<file path="src/hw/rtl/ray_triangle_intersect_assert.svh">
// Assertion macros shared by the ray/triangle intersection RTL.
// Expects signals named clock and reset in the including module.
`ifndef RAY_TRIANGLE_INTERSECT_ASSERT_SVH
`define RAY_TRIANGLE_INTERSECT_ASSERT_SVH

// same-cycle implication, checked outside reset
`define RTI_ASSERT_IMPLY(lbl, ante, cons) \
   lbl: assert property (@(posedge clock) disable iff (reset) (ante) |-> (cons)) \
      else $error("rti: same-cycle check failed");

// next-cycle implication, checked outside reset
`define RTI_ASSERT_NEXT(lbl, ante, cons) \
   lbl: assert property (@(posedge clock) disable iff (reset) (ante) |=> (cons)) \
      else $error("rti: next-cycle check failed");

`endif

</file>
<file path="src/hw/rtl/rti_pkg.sv">
// Shared widths, constants and the front-to-back job type of the
// ray/triangle intersection block. No dependencies.
`timescale 1ns / 1ps

package rti_pkg;

   localparam int CW       = 21;              // packed coordinate width
   localparam int IN_W     = 63;              // packed vector port width
   localparam int EW       = CW + 1;          // edge / difference width
   localparam int PW       = 2 * EW + 1;      // cross product component width
   localparam int DW       = EW + PW + 2;     // dot product width
   localparam int LOW_W    = PW / 2;          // low slice of a split multiply
   localparam int EPS_W    = 20;
   localparam logic [EPS_W-1:0] EPS_RESET = 20'd1074;
   localparam int LIM_W    = 32;              // Q16.16 distance and limits
   localparam int SCALE    = 16;              // output fraction bits
   localparam int QB       = LIM_W - 1;       // quotient bits per divide
   localparam int BARY_W   = SCALE + 1;
   localparam int FIFO_AW  = 2;
   localparam int FIFO_DEPTH = 1 << FIFO_AW;

   // classified item handed from the front to the back
   typedef struct packed {
      logic                    miss;
      logic                    tneg;
      logic                    ovf;
      logic [DW-1:0]           det;
      logic [DW-1:0]           mag;
      logic [DW-1:0]           un;
      logic [DW-1:0]           vn;
      logic signed [LIM_W-1:0] near_lim;
      logic signed [LIM_W-1:0] far_lim;
   } job_type;

endpackage

</file>
<file path="src/hw/rtl/rti_fifo.sv">
// Short first-word-fall-through queue between front and back.
// Depends on rti_pkg for the job type and depth.
`timescale 1ns / 1ps

module rti_fifo (
   input  logic              clock,
   input  logic              reset,
   input  logic              push,
   input  rti_pkg::job_type  wr_data,
   input  logic              pop,
   output rti_pkg::job_type  rd_data,
   output logic              full,
   output logic              empty
);

   localparam int AW = rti_pkg::FIFO_AW;

   rti_pkg::job_type mem_ff [rti_pkg::FIFO_DEPTH];
   logic [AW-1:0]    wr_ptr_ff;
   logic [AW-1:0]    rd_ptr_ff;
   logic [AW:0]      cnt_ff;
   logic [AW:0]      cnt_in;

   assign full    = cnt_ff == (AW+1)'(rti_pkg::FIFO_DEPTH);
   assign empty   = cnt_ff == '0;
   assign rd_data = mem_ff[rd_ptr_ff];
   assign cnt_in  = cnt_ff + (AW+1)'(push) - (AW+1)'(pop);

   // storage
   always_ff @(posedge clock) begin
      if (push) begin
         mem_ff[wr_ptr_ff] <= wr_data;
      end
   end

   // pointers and fill count
   always_ff @(posedge clock) begin
      if (reset) begin
         wr_ptr_ff <= '0;
         rd_ptr_ff <= '0;
         cnt_ff    <= '0;
      end else begin
         if (push) begin
            wr_ptr_ff <= wr_ptr_ff + 1'b1;
         end
         if (pop) begin
            rd_ptr_ff <= rd_ptr_ff + 1'b1;
         end
         cnt_ff <= cnt_in;
      end
   end

endmodule

</file>
<file path="config.mk">
export PLATFORM = sky130hd
export DESIGN_NAME = rti_fifo
export DESIGN_NICKNAME = d
export VERILOG_FILES = /design/src/hw/rtl/ray_triangle_intersect_assert.svh /design/src/hw/rtl/rti_pkg.sv /design/src/hw/rtl/rti_fifo.sv
export SDC_FILE = /design/constraint.sdc
export NUM_CORES = 1
export LEC_CHECK = 0
export BUFFER_PORTS_ARGS = -buffer_cell sky130_fd_sc_hd__buf_2
export CORE_MARGIN = 4
export CORE_UTILIZATION = 57
export CTS_CLUSTER_SIZE = 25
export DETAILED_ROUTE_END_ITERATION = 10
export PLACE_DENSITY = 0.79
export SETUP_SLACK_MARGIN = 0.15
export SLEW_MARGIN = 10
export SYNTH_ARGS = -nofsm -noshare
export SYNTH_HDL_FRONTEND = slang
export SYNTH_SLANG_ARGS = --single-unit
</file>
<file path="constraint.sdc">
create_clock -name clock -period 12.45 [get_ports clock]
set_clock_uncertainty 0.1 [all_clocks]
set_input_delay 1.8675 -clock clock [delete_from_list [all_inputs] [get_ports clock]]
set_output_delay 1.8675 -clock clock [all_outputs]
set_load 0.02 [all_outputs]
</file>
==> summary.txt <==
Yosys
  • Commonest register cell after synthesis: sky130_fd_sc_hd__edfxtp_1
  • Library cell with the highest instance count after synthesis: sky130_fd_sc_hd__edfxtp_1
  • Net count after synthesis: 2187
  • Netlist area before placement: 49900 um^2
  • Sequential element share of the synthesized area: 82.9%
  • Async set or reset register ratio after synthesis: 0%
  • Synth area leaders: sky130_fd_sc_hd__edfxtp_1, sky130_fd_sc_hd__mux4_2, sky130_fd_sc_hd__buf_6, sky130_fd_sc_hd__dfxtp_1, sky130_fd_sc_hd__buf_2
  • Biggest area consumer among synthesized cells: sky130_fd_sc_hd__edfxtp_1
  • Gate count of the mapped netlist: 1833
  • Most common library cells after synthesis: sky130_fd_sc_hd__edfxtp_1, sky130_fd_sc_hd__mux4_2, sky130_fd_sc_hd__buf_2, sky130_fd_sc_hd__buf_6
  • Number of warning messages in the yosys log: 0
  • Post-synthesis cell type count: 21
  • Area share of the leading cell type in the synthesized netlist: 82.5%
  • #FFs+latches synth: 1381
  • Mean cell area of the mapped netlist: 27.2 um^2
  • Number of enable flip-flop cells after synthesis: 1372

Clocking
  • Clk Tree Root Cell: sky130_fd_sc_hd__clkbuf_16
  • Cells resized by post-CTS repair: 0
  • H-tree levels: 4
  • Sinks on Clock Net: 1381
  • Insertion delay to the later sink of the worst-skew pair: 0.73 ns
  • Clock tree from TritonCTS: done
  • Setup fix buffers added after clock tree synthesis: 0
  • Count of hold buffers inserted by post-cts repair: 0
  • Largest buffer count on any clock path: 3
  • Clock slew at reported path FFs: 0.06 ns
  • Clock buffers created by TritonCTS: 136

Place
  • GP Congestion: 0.787
  • Placed wire-length estimate after detailed placement: 67400 um
  • Count of buffers inserted at the top-level ports: 691
  • DP Cell Count: 3627
  • Placement Setup Slack: 6.94 ns

Timing
  • Final-layout setup total negative slack: 0 ns
  • Tmin final: 6.11 ns
  • Fin worst setup slack: 6.34 ns
  • Transition time at the pin with the least slew margin: 1.25 ns
  • Worst hold margin: 0.469 ns
  • Peak Freq: 164 MHz
  • Final setup vio count: 0
  • Final period util: 49.1%
  • Unrepaired setup endpoints after global routing: no
  • Count of endpoints failing hold in the final timing report: 0
  • Final Max Tran Viols: 0
  • Max-slew headroom: 16.5%

Route
  • Total length of routed wires: 115000 um
  • Average vias per placed instance: 5.93
  • Routed length per placed instance: 29.2 um
  • Post-DRT Antenna Nets: 0
  • Post-route DRC: 0
  • Overall via count from detail_route: 23311
  • Number of DRC markers in iteration 0: 2174
  • DR pass1 iterations: 5

Final layout
  • Final cell utilization of the core: 67.8%
  • Number of nets in the layout: 2964
  • Share of post-route cells with drive strength above 1: 46.0%
  • Area growth from synthesis to layout: 17.9%
  • Non-filler instance count after layout: 3929

Floorplan
  • Placeable core area: 86900 um^2
  • Die area: 92400 um^2
  • Starting density of the core: 57.5%
  • Placement Rows: 108
  • Die Y-Extent: 304 um
  • Horizontal extent of the die: 304 um
  • Total I/O pin count: 692

Global routing
  • GRT Residual Overflow: 0
  • First-pass GRT wire length: 169000 um
  • Initial antenna violation count: 73
  • Number of global-route vias before repair: 24926
  • Maximum number of pins on one net before global-route repair: 156
  • GR Util All Layers: 25.0%

Setup path
  • Worst setup path class: register to output pin
  • Endpoint required time on the critical path: 10.48 ns
  • Kind of start point of the critical path: register
  • Maximum fanout encountered on the critical timing path: 108
  • Register-to-register setup slack: 8.79 ns
  • Type of destination of the critical path: output pin
  • Crit path DAT: 4.15 ns
  • Worst reg2reg path startpoint: wr_ptr_ff[0]
  • Endpoint of the lowest-slack register-to-register path: mem_ff[3][270]
  • R2R cell count: 4

Run
  • # Max-Cap Violations: 0

Power
  • Leakage power: 19.6 nW
  • Worst IR drop on VDD: 0.207 mV
  • Power per standard cell area: 176 nW/um^2

Run status
  • Run status: finished, final reports clean

Hold path
  • Source of the worst hold timing path: rd_ptr_ff[0]
  • Path category of the worst min-delay check: register to register
  • Cell count of the worst hold path: 2
[final cells by class]
cell class	instances	area, um^2
Sequential cell	1381	41400
Multi-Input combinational cell	370	7970
Clock buffer	162	3500
Inverter	6	22.5
Fill cell	5034	28000
Clock inverter	84	702
Timing Repair Buffer	715	3710
Tap cell	1155	1450
Antenna cell	56	140
[registers in the layout, summed over array words and instances, names as in the netlist, named ones only]
register	flops
wr_ptr_ff	2
rd_ptr_ff	2
cnt_ff	3
mem_ff	1372
[kinds of logic (layout without fill, tap and decap cells)]
| family | Yosys count | in the layout | share of synthesized area [%] |
|---|---|---|---|
| AOI/OAI and AO/OA | 2 | 2 | 0.0301 |
| adders and majority gates | 7 | 7 | 0.190 |
| and+or+nand+nor | 14 | 14 | 0.150 |
| buffers and inverters | 82 | 967 | 1.20 |
| DFF | 1381 | 1381 | 82.9 |
| muxes | 344 | 344 | 15.5 |
| xor gates and xnor gates | 3 | 3 | 0.0827 |
| other | 0 | 56 | 0 |
[critical path: stages (launching register included)]
cell and delay, ns:
sky130_fd_sc_hd__dfxtp_4 0.86, sky130_fd_sc_hd__buf_12 0.69, sky130_fd_sc_hd__buf_4 0.88, sky130_fd_sc_hd__mux4_2 0.67, sky130_fd_sc_hd__buf_2 0.19
[worst max path at each step]
stage,start,slack [ns],endpoint
2_1_floorplan,push,2.01,mem_ff[0][0]
3_3_place_gp,register,6.97,rd_data[330]
3_5_place_dp,register,6.94,rd_data[330]
4_1_cts,register,6.09,rd_data[330]
5_1_grt,register,5.88,rd_data[333]
6_report,register,6.34,rd_data[330]
[report_power, final]
group / switching (mW) / internal [mW]
registers: 0.0702 / 5.35
logic: 0.678 / 0.413
clock network: 1.72 / 2.16
[placed cells by master (no fill, tap or decap), types with 2 or more instances in the layout]
| cell | synthesis | routed |
|---|---|---|
| sky130_fd_sc_hd__xnor2_1 | 2 | 2 |
| sky130_fd_sc_hd__nor2_1 | 5 | 5 |
| sky130_fd_sc_hd__dfxtp_4 | 0 | 2 |
| sky130_fd_sc_hd__clkinv_4 | 0 | 4 |
| sky130_fd_sc_hd__inv_16 | 0 | 3 |
| sky130_fd_sc_hd__clkinv_1 | 0 | 34 |
| sky130_fd_sc_hd__clkbuf_1 | 9 | 26 |
| sky130_fd_sc_hd__clkinv_8 | 0 | 4 |
| sky130_fd_sc_hd__bufinv_16 | 0 | 6 |
| sky130_fd_sc_hd__and2_4 | 0 | 4 |
| sky130_fd_sc_hd__buf_4 | 7 | 18 |
| sky130_fd_sc_hd__dfxtp_1 | 9 | 7 |
| sky130_fd_sc_hd__inv_6 | 0 | 6 |
| sky130_fd_sc_hd__buf_2 | 30 | 691 |
| sky130_fd_sc_hd__nor2b_1 | 2 | 2 |
| sky130_fd_sc_hd__edfxtp_1 | 1372 | 1372 |
| sky130_fd_sc_hd__mux4_2 | 343 | 343 |
| sky130_fd_sc_hd__clkinv_2 | 0 | 19 |
| sky130_fd_sc_hd__clkbuf_16 | 0 | 136 |
| sky130_fd_sc_hd__diode_2 | 0 | 56 |
| sky130_fd_sc_hd__clkinvlp_4 | 0 | 6 |
| sky130_fd_sc_hd__ha_1 | 6 | 6 |
| sky130_fd_sc_hd__inv_1 | 6 | 6 |
| sky130_fd_sc_hd__buf_12 | 0 | 6 |
[routing by layer]
| metal | routed length (um) | global-route usage (%) | up-vias |
|---|---|---|---|
| li1 | - | - | 9647 |
| met1 | 38500 | 29.9 | 12158 |
| met2 | 59800 | 41.1 | 1214 |
| met3 | 12200 | 9.43 | 250 |
| met4 | 4130 | 10.9 | 42 |
| met5 | 300 | 0 | - |
[through the flow]
stage,power (mW),instance area (um^2)
after floorplan,6.25,49900
after global placement,6.55,54500
after detailed placement,6.59,54500
after CTS,10.5,58700
after global routing,10.7,58800
final,10.4,58900
Note: power is estimated with default switching activity, not from simulation.
